### src/rtl/rnsp_pkg.sv
// Shared types, constants and the digit decoder of the radix number string parser.
package rnsp_pkg;

  localparam int MaxFracDigits = 5;
  localparam int FracCntW      = (MaxFracDigits < 2) ? 1 : $clog2(MaxFracDigits + 1);
  localparam int ValueW        = 64;
  localparam int FracOutW      = 3;
  localparam int CharW         = 8;
  localparam int RadixW        = 5;
  localparam int ApbAddrW      = 3;
  localparam int ApbDataW      = 32;
  localparam int InTdataW      = 8;
  localparam int OutTdataW     = 72;

  localparam logic [RadixW-1:0] RadixReset = 5'd10;
  localparam logic [RadixW-1:0] RadixMax   = 5'd16;
  localparam logic [RadixW-1:0] NotADigit  = 5'd16;

  localparam logic [CharW-1:0] CharMinus = 8'h2D;
  localparam logic [CharW-1:0] CharDot   = 8'h2E;
  localparam logic [CharW-1:0] CharZero  = 8'h30;
  localparam logic [CharW-1:0] CharNine  = 8'h39;
  localparam logic [CharW-1:0] CharUpA   = 8'h41;
  localparam logic [CharW-1:0] CharUpF   = 8'h46;

  // Register index taken from paddr bit 2 (registers sit at 4*i).
  localparam logic RegIdxRadix = 1'b0;

  typedef struct packed {
    logic [ValueW-1:0]   acc;
    logic [FracCntW-1:0] cnt;
    logic                neg;
    logic                in_frac;
    logic                at_start;
  } parse_state_t;

  typedef struct packed {
    logic [FracOutW-1:0] fraction_digits;
    logic [ValueW-1:0]   scaled_value;
  } result_t;

  function automatic logic [RadixW-1:0] digit_value(input logic [CharW-1:0] c);
    logic [RadixW-1:0] d;
    d = NotADigit;
    if (c >= CharZero && c <= CharNine) begin
      d = RadixW'(c - CharZero);
    end else if (c >= CharUpA && c <= CharUpF) begin
      d = RadixW'(c - CharUpA) + 5'd10;
    end
    return d;
  endfunction

endpackage

### src/rtl/rnsp_cfg.sv
// APB configuration register holding the radix.
module rnsp_cfg (
  input  logic                           clk_i,
  input  logic                           rst_ni,
  input  logic                           psel,
  input  logic                           penable,
  input  logic                           pwrite,
  input  logic [rnsp_pkg::ApbAddrW-1:0]  paddr,
  input  logic [rnsp_pkg::ApbDataW-1:0]  pwdata,
  output logic [rnsp_pkg::ApbDataW-1:0]  prdata,
  output logic                           pready,
  output logic [rnsp_pkg::RadixW-1:0]    radix_o
);

  logic [rnsp_pkg::RadixW-1:0] radix_q, radix_d;
  logic                        wr_en;

  assign pready = 1'b1;
  assign wr_en  = psel && penable && pwrite && (paddr[2] == rnsp_pkg::RegIdxRadix);

  always_comb begin
    radix_d = radix_q;
    if (wr_en) begin
      radix_d = pwdata[rnsp_pkg::RadixW-1:0];
    end
  end

  always_ff @(posedge clk_i or negedge rst_ni) begin
    if (!rst_ni) begin
      radix_q <= rnsp_pkg::RadixReset;
    end else begin
      radix_q <= radix_d;
    end
  end

  // Read back the radix; addresses past the register map read zero.
  always_comb begin
    prdata = '0;
    if (paddr[2] == rnsp_pkg::RegIdxRadix) begin
      prdata = {{(rnsp_pkg::ApbDataW - rnsp_pkg::RadixW){1'b0}}, radix_q};
    end
  end

  assign radix_o = radix_q;

endmodule

### src/rtl/rnsp_step.sv
// Next-state and result logic for one character of the number parser.
module rnsp_step (
  input  rnsp_pkg::parse_state_t          state_i,
  input  logic [rnsp_pkg::CharW-1:0]      char_i,
  input  logic [rnsp_pkg::RadixW-1:0]     radix_i,
  output rnsp_pkg::parse_state_t          state_o,
  output logic                            emit_o,
  output rnsp_pkg::result_t               result_o
);

  logic [rnsp_pkg::RadixW-1:0] r;
  logic [rnsp_pkg::RadixW-1:0] d;
  logic                        is_digit;
  logic                        keep_digit;
  logic [rnsp_pkg::ValueW-1:0] mac;

  assign r          = (radix_i > rnsp_pkg::RadixMax) ? rnsp_pkg::RadixMax : radix_i;
  assign d          = rnsp_pkg::digit_value(char_i);
  assign is_digit   = (d < r);
  // Fraction digits fold into the same accumulator (Horner form), which
  // equals integer * radix^k + fraction modulo 2^64.
  assign keep_digit = !state_i.in_frac ||
                      (state_i.cnt < rnsp_pkg::FracCntW'(rnsp_pkg::MaxFracDigits));
  assign mac        = rnsp_pkg::ValueW'(state_i.acc * rnsp_pkg::ValueW'(r))
                    + rnsp_pkg::ValueW'(d);

  always_comb begin
    state_o          = state_i;
    state_o.at_start = 1'b0;
    emit_o           = 1'b0;
    if (state_i.at_start && char_i == rnsp_pkg::CharMinus) begin
      state_o.neg = 1'b1;
    end else if (char_i == rnsp_pkg::CharDot && !state_i.in_frac) begin
      state_o.in_frac = 1'b1;
    end else if (is_digit) begin
      if (keep_digit) begin
        state_o.acc = mac;
        if (state_i.in_frac) begin
          state_o.cnt = state_i.cnt + rnsp_pkg::FracCntW'(1);
        end
      end
    end else begin
      emit_o           = 1'b1;
      state_o.acc      = '0;
      state_o.cnt      = '0;
      state_o.neg      = 1'b0;
      state_o.in_frac  = 1'b0;
      state_o.at_start = 1'b1;
    end
  end

  assign result_o.scaled_value    = state_i.neg ? (rnsp_pkg::ValueW'(0) - state_i.acc)
                                                : state_i.acc;
  assign result_o.fraction_digits = rnsp_pkg::FracOutW'(state_i.cnt);

endmodule

### src/rtl/radix_number_string_parser_unit.sv
// Top level of the radix number string parser: input register, parse step, result register.
// A terminator that advances out of the input register loads its result into the result register.
// Throughput: one character per cycle, set by the single multiply-accumulate step; only a
// terminator stalls, held in the input register while an earlier result waits to be taken.
// Reset (rst_ni low, asynchronous): radix returns to 10, the parse state clears to the start
// of a number, and both the input and the result register are emptied.
module radix_number_string_parser_unit (
  input  logic                             clk_i,
  input  logic                             rst_ni,
  // Character stream in
  input  logic                             s_axis_tvalid,
  output logic                             s_axis_tready,
  input  logic [rnsp_pkg::InTdataW-1:0]    s_axis_tdata,   // [7:0] char_code
  // Result stream out
  output logic                             m_axis_tvalid,
  input  logic                             m_axis_tready,
  output logic [rnsp_pkg::OutTdataW-1:0]   m_axis_tdata,   // [63:0] scaled_value,
                                                           // [66:64] fraction_digits,
                                                           // [71:67] zero
  // Configuration
  input  logic                             psel,
  input  logic                             penable,
  input  logic                             pwrite,
  input  logic [rnsp_pkg::ApbAddrW-1:0]    paddr,
  input  logic [rnsp_pkg::ApbDataW-1:0]    pwdata,
  output logic [rnsp_pkg::ApbDataW-1:0]    prdata,
  output logic                             pready
);

  logic [rnsp_pkg::RadixW-1:0] radix;

  // Input register
  logic                       in_valid_q, in_valid_d;
  logic [rnsp_pkg::CharW-1:0] in_char_q;

  // Parse state and result register
  rnsp_pkg::parse_state_t st_q, st_d;
  rnsp_pkg::result_t      res_q, step_res;
  logic                   out_valid_q, out_valid_d;
  logic                   emit;
  logic                   advance;

  rnsp_cfg u_cfg (
    .clk_i   (clk_i),
    .rst_ni  (rst_ni),
    .psel    (psel),
    .penable (penable),
    .pwrite  (pwrite),
    .paddr   (paddr),
    .pwdata  (pwdata),
    .prdata  (prdata),
    .pready  (pready),
    .radix_o (radix)
  );

  rnsp_step u_step (
    .state_i  (st_q),
    .char_i   (in_char_q),
    .radix_i  (radix),
    .state_o  (st_d),
    .emit_o   (emit),
    .result_o (step_res)
  );

  // Advance the held character unless it is a terminator and the result slot
  // holds a result that is not taken now, so a waiting result is never overwritten.
  assign advance       = in_valid_q && (!emit || !out_valid_q || m_axis_tready);
  assign s_axis_tready = !in_valid_q || advance;

  always_comb begin
    in_valid_d = in_valid_q;
    if (s_axis_tready) begin
      in_valid_d = s_axis_tvalid;
    end
  end

  always_comb begin
    out_valid_d = out_valid_q;
    if (advance && emit) begin
      out_valid_d = 1'b1;
    end else if (m_axis_tready) begin
      out_valid_d = 1'b0;
    end
  end

  always_ff @(posedge clk_i or negedge rst_ni) begin
    if (!rst_ni) begin
      in_valid_q  <= 1'b0;
      out_valid_q <= 1'b0;
      st_q.acc      <= '0;
      st_q.cnt      <= '0;
      st_q.neg      <= 1'b0;
      st_q.in_frac  <= 1'b0;
      st_q.at_start <= 1'b1;
    end else begin
      in_valid_q  <= in_valid_d;
      out_valid_q <= out_valid_d;
      if (advance) begin
        st_q <= st_d;
      end
    end
  end

  // Payload registers: load on an input transaction or an emitted result, hold otherwise.
  always_ff @(posedge clk_i) begin
    if (s_axis_tvalid && s_axis_tready) begin
      in_char_q <= s_axis_tdata[rnsp_pkg::CharW-1:0];
    end
    if (advance && emit) begin
      res_q <= step_res;
    end
  end

  assign m_axis_tvalid = out_valid_q;
  assign m_axis_tdata  = {{(rnsp_pkg::OutTdataW - rnsp_pkg::FracOutW - rnsp_pkg::ValueW){1'b0}},
                          res_q.fraction_digits, res_q.scaled_value};

  // A result only appears after a terminator was processed.
  a_out_from_emit: assert property (@(posedge clk_i) disable iff (!rst_ni)
    $rose(out_valid_q) |-> $past(advance && emit))
    else $error("result appeared without a terminator");

  // A terminator restarts the number from a clean state.
  a_clear_after_emit: assert property (@(posedge clk_i) disable iff (!rst_ni)
    (advance && emit) |=> (st_q.at_start && !st_q.neg && !st_q.in_frac && st_q.acc == '0))
    else $error("parse state not cleared after terminator");

  // Kept fraction digits never exceed the limit, and none outside the fraction.
  a_cnt_bound: assert property (@(posedge clk_i) disable iff (!rst_ni)
    (st_q.cnt <= rnsp_pkg::FracCntW'(rnsp_pkg::MaxFracDigits)) &&
    (st_q.in_frac || st_q.cnt == '0))
    else $error("fraction digit count out of range");

  // A waiting result is never replaced while the sink stalls.
  a_hold_result: assert property (@(posedge clk_i) disable iff (!rst_ni)
    (out_valid_q && !m_axis_tready) |=> (out_valid_q && $stable(res_q)))
    else $error("waiting result overwritten");

endmodule
### config.mk
export PLATFORM = sky130hd
export DESIGN_NAME = radix_number_string_parser_unit
export DESIGN_NICKNAME = d
export VERILOG_FILES = /design/src/rtl/rnsp_pkg.sv /design/src/rtl/rnsp_cfg.sv /design/src/rtl/rnsp_step.sv /design/src/rtl/radix_number_string_parser_unit.sv
export SDC_FILE = /design/constraint.sdc
export NUM_CORES = 1
export LEC_CHECK = 0
export ABC_CLOCK_PERIOD_IN_PS = 8500
export BUFFER_PORTS_ARGS = -buffer_cell sky130_fd_sc_hd__buf_2
export CAP_MARGIN = 25
export CORE_AREA = 2 2 176 178
export CTS_BUF_LIST = sky130_fd_sc_hd__clkbuf_4
export DETAILED_ROUTE_END_ITERATION = 12
export DIE_AREA = 0 0 178 180
export GPL_TIMING_DRIVEN = 0
export PLACE_DENSITY = 0.81
export SETUP_SLACK_MARGIN = 0.3
export SYNTH_ARGS = -nofsm -noshare
export SYNTH_HDL_FRONTEND = slang
export SYNTH_SLANG_ARGS = --single-unit
### constraint.sdc
create_clock -name clk_i -period 8.5 [get_ports clk_i]
set_input_delay 1.275 -clock clk_i [delete_from_list [all_inputs] [get_ports clk_i]]
set_output_delay 1.275 -clock clk_i [all_outputs]
set_load 0.02 [all_outputs]
[After elaboration in Yosys (flattened, before gate mapping)]
Cells that the tools add are included.
Word-level totals
  output and inout bits: 107
  word-level logic and storage cells: 77
  memory bits (writable): 0
  bits in registers: 152
  memories: 0
  input port bits: 50
  bits in read-only memories: 0
  bits in latches: 0
Operators by class
  add/sub/neg operators: 6
  bitwise logic cells: 3
  shift operators: 0
  reductions and logical operators: 23
  equal/unequal tests: 7
  multiply operators: 1
  multiplexer cells: 19
  divide/modulo/power cells: 0
  magnitude comparators: 7
Operator list (number)
  2-to-1 mux 67 bit: 2
  adder 64 x 5 -> 64 bit: 1
  multiplier 64 x 5 -> 64 bit: 1
  2-to-1 mux 64 bit: 1
  subtractor 1 x 64 -> 64 bit, first input constant: 1
  2-to-1 mux 5 bit: 4
  equality test 8 x 6 -> 1 bit, second input constant: 2
  logical AND 1 bit: 10
  2-to-1 mux 1 bit: 10
  greater-or-equal comparator 8 x 6 -> 1 bit, second input constant: 1
  greater-or-equal comparator 8 x 7 -> 1 bit, second input constant: 1
  <= comparator 8 x 6 -> 1 bit, second input constant: 1
  <= comparator 8 x 7 -> 1 bit, second input constant: 1
  != test 2 bit, second input constant: 4
  2-to-1 mux 3 bit: 2
  AND reduction 3 bit: 2
  adder 5 x 4 -> 5 bit, second input constant: 1
  greater-than comparator 5 bit, second input constant: 1
  < comparator 5 bit: 1
  AND reduction 5 bit: 1
  subtractor 5 x 1 -> 5 bit, second input constant: 1
  subtractor 5 bit, second input constant: 1
  zero test 1 bit: 4
  logical OR 1 bit: 4
  other kinds (6): 8

[Logic depth before layout (Yosys ltp)]
Gate-level depths: netlist of the first run.
  depth in word-level cells: 14
  depth in mapped cells: 24
  mapped depth without buffers: 24

[Hierarchy]
Synthesis of the first run repeated with hierarchy kept, for this count alone.
Second synthesis, totals
  cell total of the unflattened synthesis: 2413
  area total of the unflattened synthesis: 20932.6 µm²
By module, submodules not included
  rnsp_step: area each 13843.3 µm², instances 1, seq. area each 0.0 µm², cells an instance 1879
  radix_number_string_parser_unit: area each 6620.1 µm², instances 1, seq. area each 4055.1 µm², cells an instance 488
  rnsp_cfg: area each 469.2 µm², instances 1, seq. area each 127.6 µm², cells an instance 46

[Worst setup path after synthesis of the first run]
OpenSTA, ideal clock, no wires.
  path kind: register -> register
  from: reg in_char_q[0] in the netlist's numbering
  to: reg res_q, in the netlist m_axis_tdata[0] (enable)
  period minus slack after synthesis: 5.882 ns
  arrival time: 5.387 ns
  data required time: 8.005 ns
  library setup time: 0.495 ns
  cell stages (with the launch flop): 16
  path buffers: 1
  path slack: 2.618 ns
  path through: edfxtp_1 -> inv_1 -> ha_1 -> inv_1 -> o32ai_1 -> nor2_1 -> nand2_1 -> o21ai_0 -> ha_1 -> a21o_1 -> a21o_1 -> a21oi_1 -> o21ai_1 -> clkbuf_1 -> nand2_1 -> nor2_1
On the way
  word-level cells in the longest chain between the ends: 13
  elaborated cells on any way between the ends: 24
  classes of those cells: add/sub (3); order compare (5); eq/ne (2); mux (5); reduce/logical (9)
Ends and longest elaborated chain
  start, declared: line radix_number_string_parser_unit.sv:34  | logic [rnsp_pkg::CharW-1:0] in_char_q;
  start signal, assigned: line radix_number_string_parser_unit.sv:107  | in_char_q <= s_axis_tdata[rnsp_pkg::CharW-1:0];
  subtractor 5 x 1 -> 5 bit, or another cell as far along: line rnsp_pkg.sv:48  | d = RadixW'(c - CharUpA) + 5'd10;
  adder 5 x 4 -> 5 bit / logical AND 1 bit (equally long branches): line rnsp_pkg.sv:48, rnsp_pkg.sv:47
  2-to-1 mux 5 bit: line rnsp_pkg.sv:47  | end else if (c >= CharUpA && c <= CharUpF) begin
  2-to-1 mux 5 bit: line rnsp_pkg.sv:45  | if (c >= CharZero && c <= CharNine) begin
  < comparator 5 bit: line rnsp_step.sv:19  | assign is_digit = (d < r);
  2-to-1 mux 1 bit: line rnsp_step.sv:35  | end else if (is_digit) begin
  2-to-1 mux 1 bit: line rnsp_step.sv:33  | end else if (char_i == rnsp_pkg::CharDot && !state_i.in_frac) begin
  2-to-1 mux 1 bit (*): line rnsp_step.sv:31  | if (state_i.at_start && char_i == rnsp_pkg::CharMinus) begin
  zero test 1 bit: line radix_number_string_parser_unit.sv:67  | assign advance = in_valid_q && (!emit || !out_valid_q || m_axis_tready);
  logical OR 1 bit (2 in a row): line radix_number_string_parser_unit.sv:67
  logical AND 1 bit: line radix_number_string_parser_unit.sv:67
  logical AND 1 bit (*): line radix_number_string_parser_unit.sv:109  | if (advance && emit) begin
  end signal, assigned: line radix_number_string_parser_unit.sv:110  | res_q <= step_res;
  end, declared: line radix_number_string_parser_unit.sv:38  | rnsp_pkg::result_t res_q, step_res;
Mark *: on every way between the ends. The rest lies on a longest branch, timed or not.
A chain may end at the register's enable or synchronous reset.

[Worst setup path in the final report of the first run]
  from: reg u_cfg.radix_q, in the netlist u_cfg.radix_o[4]
  to: reg st_q[64] in the netlist's numbering
On the way
  word-level cells in the longest chain between the ends: 11
  elaborated cells on any way between the ends: 16
  classes of those cells: add/sub (1); mul (1); order compare (2); eq/ne (1); mux (6); reduce/logical (5)
Ends and longest elaborated chain
  start, declared: line rnsp_cfg.sv:15  | logic [rnsp_pkg::RadixW-1:0] radix_q, radix_d;
  start signal, assigned: line rnsp_cfg.sv:30  | radix_q <= rnsp_pkg::RadixReset;
  start signal, assigned: line rnsp_cfg.sv:32  | radix_q <= radix_d;
  greater-than comparator 5 bit: line rnsp_step.sv:17  | assign r = (radix_i > rnsp_pkg::RadixMax) ? rnsp_pkg::RadixMax : radix_i;
  2-to-1 mux 5 bit (*): line rnsp_step.sv:17
  branches (longest 9 deep; another with multiplier 64 x 5 -> 64 bit)
  end signal, assigned: line radix_number_string_parser_unit.sv:99  | st_q <= st_d;
  end, declared: line radix_number_string_parser_unit.sv:37  | rnsp_pkg::parse_state_t st_q, st_d;
Every way passes the cells marked *. The select of a mux whose other input is x is not followed.

==> flow_summary_export.csv, run 1 <==
group,metric,value,unit
critical_path,endpoint_kind,"register",
run,maxCapViolations,0,
clocking,hold_buffers,0,
floorplan,die_area,32000,um2
placement,hpwl,38200,um
cells_and_area,layout_commonest_cell,"inv_1",
clocking,cts_root_buf,"clkbuf_4",
critical_path,critPathArrivalTime,8.01,ns
logic_synthesis,synthArstFlopShare,50.7,%
cells_and_area,fill_cells,2537,
detailed_routing,remaining_drc_errors,0,
detailed_routing,drt_pass1_iterations,5,
floorplan,std_cell_rows,64,
clocking,clk_latency,0.61,ns
worst_hold_path,hold_depth,0,
sta,min_period,7.49,ns
run_status,status,"finished clean",
critical_path,reg2regPathDepth,19,
floorplan,ios,157,
clocking,cts_resized,0,
sta,slew_headroom,22.5,%
clocking,post_cts_buffers,0,
power,p_leak,9.76,nW
sta,rsz0062_at_grt,"false",
logic_synthesis,synth_top_area_share,19.9,%
logic_synthesis,synth-seq-area-share,22.8,%
critical_path,crit_type,"reg2reg",
detailed_routing,routed_wl,48600,um
placement,gp_congestion,0.946,
sta,hold_violations,0,
logic_synthesis,ys_seq_elements,152,
sta,clock.fmax,0.133,GHz
power,p_total,2.45,mW
clocking,clkTransAtPathRegs,0.14,ns
cells_and_area,final_cell_mix,"302 x inv_1, 241 x and2_1, 192 x nand2_1",
sta,setup_viol,0,
floorplan,fp.dieW,178,um
logic_synthesis,synth_ff_type,"edfxtp_1",
critical_path,worstSetupStartpointType,"register",
critical_path,cp.required,9.02,ns
logic_synthesis,synth.cell_area,18400,um2
critical_path,cp_max_fo,10,
logic_synthesis,yosys_warnings,0,
grt,grt_pass1_wl,78100,um
sta,worst_pin_slew,1.16,ns
clocking,cts_tree,"done",
grt,antenna_found_initial,2,
logic_synthesis,synth_edf_count,75,
floorplan,initial_core_util,60.9,%
logic_synthesis,synthCells,2055,
cells_and_area,drive_above_1_share,9.07,%
worst_hold_path,hp-class,"reg2reg",
clocking,cts-htree-levels,4,
clocking,clockBufferDepth,2,
grt,gr-total-overflow,0,
grt,grt_usage,31.2,%
detailed_routing,antenna_left,0,
logic_synthesis,syn_area_per_cell,8.94,um2
detailed_routing,first_iter_violations,1450,
grt,grt_max_degree,45,
power,power.density,123,nW/um2
logic_synthesis,netlist_top_cells_area,"fa_1 20%, edfxtp_1 12%, dfrtp_1 10%",
logic_synthesis,ys_types,76,
clocking,cts_buffers,17,
cells_and_area,syn2layout_area_growth,7.92,%
detailed_routing,vias,15300,
detailed_routing,viasPerCell,5.84,
cells_and_area,ff_latch_area,4180,um2
cells_and_area,nNetsFinal,2572,
detailed_routing,wl_per_cell,18.6,um
sta,fin_worst_skew,0.0217,ns
clocking,clkSinkCount,152,
floorplan,fp.dieH,180,um
power,ir_drop,0.000140,V
floorplan,core_region_area,30200,um2
sta,holdWs,0.496,ns
grt,first_global_vias,15200,
placement,portBuffers,94,
sta,period_share,88.1,%
sta,slew_viol_final,0,
cells_and_area,multi_input_area,12400,um2
logic_synthesis,yosysTopAreaCell,"fa_1",
==> area by class of cell <==
class | instances | area share (%)
buffer | 163 | 3.79
antenna | 1 | 0.0126
sequential | 152 | 21.1
inverter | 302 | 5.72
clock inverter | 11 | 0.511
tap | 396 | 2.50
timing repair buffer | 99 | 2.90
clock buffer | 21 | 0.795
multi-input combinational | 1469 | 62.7
==> where the power goes <==
part           leakage (nW)  internal, mW  total [mW]  switching [mW]
Clock                 0.138         0.158       0.450           0.291
Combinational          7.83         0.322        1.09           0.767
Sequential             1.79         0.869       0.907          0.0374
Total                  9.76          1.35        2.45            1.10
==> critical path, cell delays in order, from the launching register on <==
cell and delay, ns:
dfrtp_1 0.40, clkbuf_1 0.27, nor2b_1 0.97, clkbuf_1 0.61
nand2_1 0.15, fa_1 0.51, fa_1 0.54, fa_1 0.57
inv_1 0.06, ha_1 0.34, nor2b_1 0.18, o31a_1 0.29
o31ai_1 0.48, a2111oi_0 0.22, nor3_1 0.62, o31a_1 0.39
o311a_1 0.31, o21bai_1 0.12, xor2_1 0.16, a22o_1 0.21
==> flip-flops by register name, summed over array words and instances, names as in the netlist <==
register and count:
in_char_q 8, in_valid_q 1, m_axis_tvalid 1, m_axis_tdata 67, u_cfg.radix_o 5, st_q 70
==> cells by family after synthesis <==
group | count (synthesis) | synth area share [%]
xor gates and xnor gates | 121 | 5.77
other | 2 | 0.0409
AOI/OAI and AO/OA | 352 | 13.0
muxes | 6 | 0.361
adders and majority gates | 318 | 29.1
and+or+nand+nor | 639 | 18.7
DFF | 152 | 22.8
buffers and inverters | 465 | 10.3
==> worst paths after layout <==
kind	from	endpoint	slack (ns)
setup reg to reg	u_cfg.radix_o[4]$_DFFE_PN0P_	st_q[64]$_DFFE_PN0P_	1.01
hold / removal	st_q[6]$_DFFE_PN0P_	m_axis_tdata[0]$_DFFE_PP_	0.50
min in group asynchronous	rst_ni	st_q[53]$_DFFE_PN0P_	0.60
setup / recovery	u_cfg.radix_o[4]$_DFFE_PN0P_	st_q[64]$_DFFE_PN0P_	1.01
hold reg to reg	st_q[6]$_DFFE_PN0P_	m_axis_tdata[0]$_DFFE_PP_	0.50
max in group asynchronous	rst_ni	st_q[0]$_DFFE_PN1P_	7.19
==> synth_stat cells, types with 54 or more instances <==
master and instances:
inv_1 302, and2_1 241, nand2_1 192, fa_1 183, ha_1 135, clkbuf_1 113
xnor2_1 94, edfxtp_1 75, dfrtp_1 74, a21oi_1 73, o21ai_0 68, nor2_1 54
==> metrics by stage <==
stage	setup TNS (ns)	instances	worst slack [ns]	utilization, %	area [um2]
CTS	0	2612	1.23	65.6	19800
floorplan	0	2086	2.62	-	18500
detailed placement	0	2580	1.28	64.8	19600
global placement	-0.339	2576	-0.0145	64.5	19500
finish	0	2614	1.01	65.7	19800
global route	0	2614	0.904	65.7	19800
==> per-layer routing <==
metal	global-route usage (%)	part of all wire [%]	up-vias
met4	13.8	4.4	0
met3	4.46	8.1	145
li1	-	-	6924
met1	42.0	41	7510
met5	0	0	-
met2	50.0	47	694
No activity file was read; power rests on OpenSTA's default activity.
==> run 2: changes to the inputs <==
--- a/config.mk
+++ b/config.mk
@@ -5,15 +5,15 @@
 export SDC_FILE = /design/constraint.sdc
 export NUM_CORES = 1
 export LEC_CHECK = 0
-export ABC_CLOCK_PERIOD_IN_PS = 8500
+export ABC_CLOCK_PERIOD_IN_PS = 6370
 export BUFFER_PORTS_ARGS = -buffer_cell sky130_fd_sc_hd__buf_2
 export CAP_MARGIN = 25
-export CORE_AREA = 2 2 176 178
+export CORE_AREA = 2 2 183 185
 export CTS_BUF_LIST = sky130_fd_sc_hd__clkbuf_4
 export DETAILED_ROUTE_END_ITERATION = 12
-export DIE_AREA = 0 0 178 180
+export DIE_AREA = 0 0 185 187
 export GPL_TIMING_DRIVEN = 0
-export PLACE_DENSITY = 0.81
+export PLACE_DENSITY = 0.79
 export SETUP_SLACK_MARGIN = 0.3
 export SYNTH_ARGS = -nofsm -noshare
 export SYNTH_HDL_FRONTEND = slang
==> constraint.sdc (replaced) <==
create_clock -name clk_i -period 6.37 [get_ports clk_i]
set_input_delay 0.9555 -clock clk_i [delete_from_list [all_inputs] [get_ports clk_i]]
set_output_delay 0.9555 -clock clk_i [all_outputs]
set_load 0.02 [all_outputs]
==> run 2 against run 1 <==
Net effect:
- sequential power is 33% higher
- utilization down 3.4 points
- clock skew up 0.017 ns
- sequential share of layout area shrank 0.67 points
- hold slack worse by 0.36 ns
- cell area grew 3.3%
- largest cell class unchanged
==> flow_summary_export.csv, run 2 (same netlist as run 1, synthesis figures left out) <==
group,metric,value,unit
detailed_routing,viasPerCell,5.71,
sta,setup_viol,0,
clocking,cts_buffers,17,
cells_and_area,largest_reg_flops,70,
grt,first_global_vias,15300,
floorplan,std_cell_rows,67,
sta,holdWs,0.132,ns
cells_and_area,final_cell_mix,"302 x inv_1, 241 x and2_1, 190 x nand2_1",
cells_and_area,ff_latch_area,4180,um2
sta,fin_ws,0.447,ns
clocking,hold_buffers,0,
floorplan,ios,157,
detailed_routing,routed_wl,48700,um
critical_path,crit_top_cell,"fa_1",
critical_path,endpoint_kind,"register",
critical_path,slowest_delay,0.61,ns
placement,gp_congestion,0.954,
sta,slew_headroom,23.9,%
floorplan,fp.dieW,185,um
critical_path,cp.required,6.97,ns
grt,grt_max_degree,66,
run_status,status,"finished clean",
placement,hpwl,37500,um
placement,dpl_cell_area,19600,um2
critical_path,worstPathCellList,"nor2b_4 -> buf_6 -> clkbuf_8 -> and2_1 -> fa_1 -> fa_1 -> inv_1 -> fa_1 -> inv_1 -> ha_1 -> buf_6 -> nand3_2 -> or4_4 -> a2111oi_4 -> nor3_4 -> o31a_1 -> o311a_1 -> o31ai_2 -> xor2_1 -> a22o_1",
detailed_routing,drt_pass1_iterations,6,
detailed_routing,antenna_left,0,
sta,fin_worst_skew,0.0384,ns
sta,hold_violations,0,
floorplan,die_area,34600,um2
cells_and_area,syn2layout_area_growth,11.5,%
sta,worst_pin_slew,1.14,ns
cells_and_area,nNetsFinal,2594,
detailed_routing,first_iter_violations,1299,
clocking,clkTransAtPathRegs,0.16,ns
critical_path,cpLargestDelayFamily,"adder cells",
cells_and_area,finish.utilization,62.3,%
sta,tns,0,ns
run,maxCapViolations,0,
clocking,clk_latency,0.68,ns
cells_and_area,layout_commonest_cell,"inv_1",
cells_and_area,multi_input_area,12700,um2
cells_and_area,regMostFlops,"st_q",
floorplan,fp.dieH,187,um
sta,min_period,5.92,ns
sta,period_share,93.0,%
detailed_routing,vias,15400,
critical_path,cp_slowest_cell,"dfstp_2",
sta,slew_viol_final,0,
cells_and_area,finalInstanceArea,20500,um2
placement,portBuffers,94,
detailed_routing,remaining_drc_errors,0,
cells_and_area,fill_cells,2759,
power,p_leak,10.1,nW
cells_and_area,drive_above_1_share,13.3,%
critical_path,cp.buffers_inverters,5,
grt,gr-total-overflow,0,
detailed_routing,wl_per_cell,18.1,um
grt,antenna_found_initial,4,
clocking,cts_tree,"done",
grt,grt_pass1_wl,78000,um
power,ir_drop,0.000191,V
worst_hold_path,hp-class,"in2async",
critical_path,cp_max_fo,10,
sta,clock.fmax,0.169,GHz
clocking,cts_root_buf,"clkbuf_4",
clocking,clkSinkCount,152,
power,power.density,166,nW/um2
placement,place_ws,-0.838,ns
grt,grt_usage,28.8,%
sta,rsz0062_at_grt,"false",
clocking,clockBufferDepth,2,
clocking,cts-htree-levels,4,
critical_path,worstSetupStartpointType,"register",
floorplan,core_region_area,32900,um2
critical_path,critPathArrivalTime,6.52,ns
floorplan,initial_core_util,55.9,%
critical_path,crit_type,"reg2reg",
-- run 2: layout make-up --
cell class	count	area share, %
clock buffer	17	0.623
multi-input combinational	1469	61.9
antenna	3	0.0367
inverter	302	5.53
clock inverter	15	0.794
tap	448	2.74
buffer	161	4.15
sequential	152	20.4
timing repair buffer	123	3.78
-- run 2: per-stage QoR --
step | std cells | power, mW
floorplan | 2086 | 2.14
global placement | 2628 | 2.60
detailed placement | 2632 | 2.64
CTS | 2671 | 3.33
global route | 2688 | 3.57
finish | 2690 | 3.40
-- run 2: path summary, 6_finish.rpt --
check	depth (start not counted)	slack, ns	endpoint	startpoint
max in group asynchronous	2	5.63	st_q[7]$_DFFE_PN0P_	rst_ni
worst max-delay path	20	0.45	st_q[68]$_DFFE_PN0P_	u_cfg.radix_o[3]$_DFFE_PN1P_
min in group clk_i	1	0.45	in_char_q[6]$_DFFE_PP_	s_axis_tdata[6]
worst max register to register	20	0.45	st_q[68]$_DFFE_PN0P_	u_cfg.radix_o[3]$_DFFE_PN1P_
worst min register to register	0	0.50	m_axis_tdata[0]$_DFFE_PP_	st_q[6]$_DFFE_PN0P_
worst min-delay path	1	0.13	u_cfg.radix_o[0]$_DFFE_PN0P_	rst_ni
-- run 2: routing by layer --
metal  global-route usage [%]  vias up  routed length (um)
met5                        0        -                  13
met4                     14.3        2                2360
met3                     6.91      164                4730
met2                     45.5      713               22700
met1                     37.1     7496               18800
li1                         -     6983                   -
-- run 2: what timing repair did --
item                                    4_1_cts  5_1_grt
endpoints found under the setup margin       41       22
setup buffers                                 8       15
gates cloned                                  0        1
pin swaps                                     1       17
gates resized for setup                      46       92
-- run 2: where the power goes --
part	switching (mW)	internal, mW	leakage [nW]
registers	0.0522	1.16	1.79
clock network	0.421	0.242	0.161
logic	1.03	0.491	8.12
total	1.51	1.89	10.1
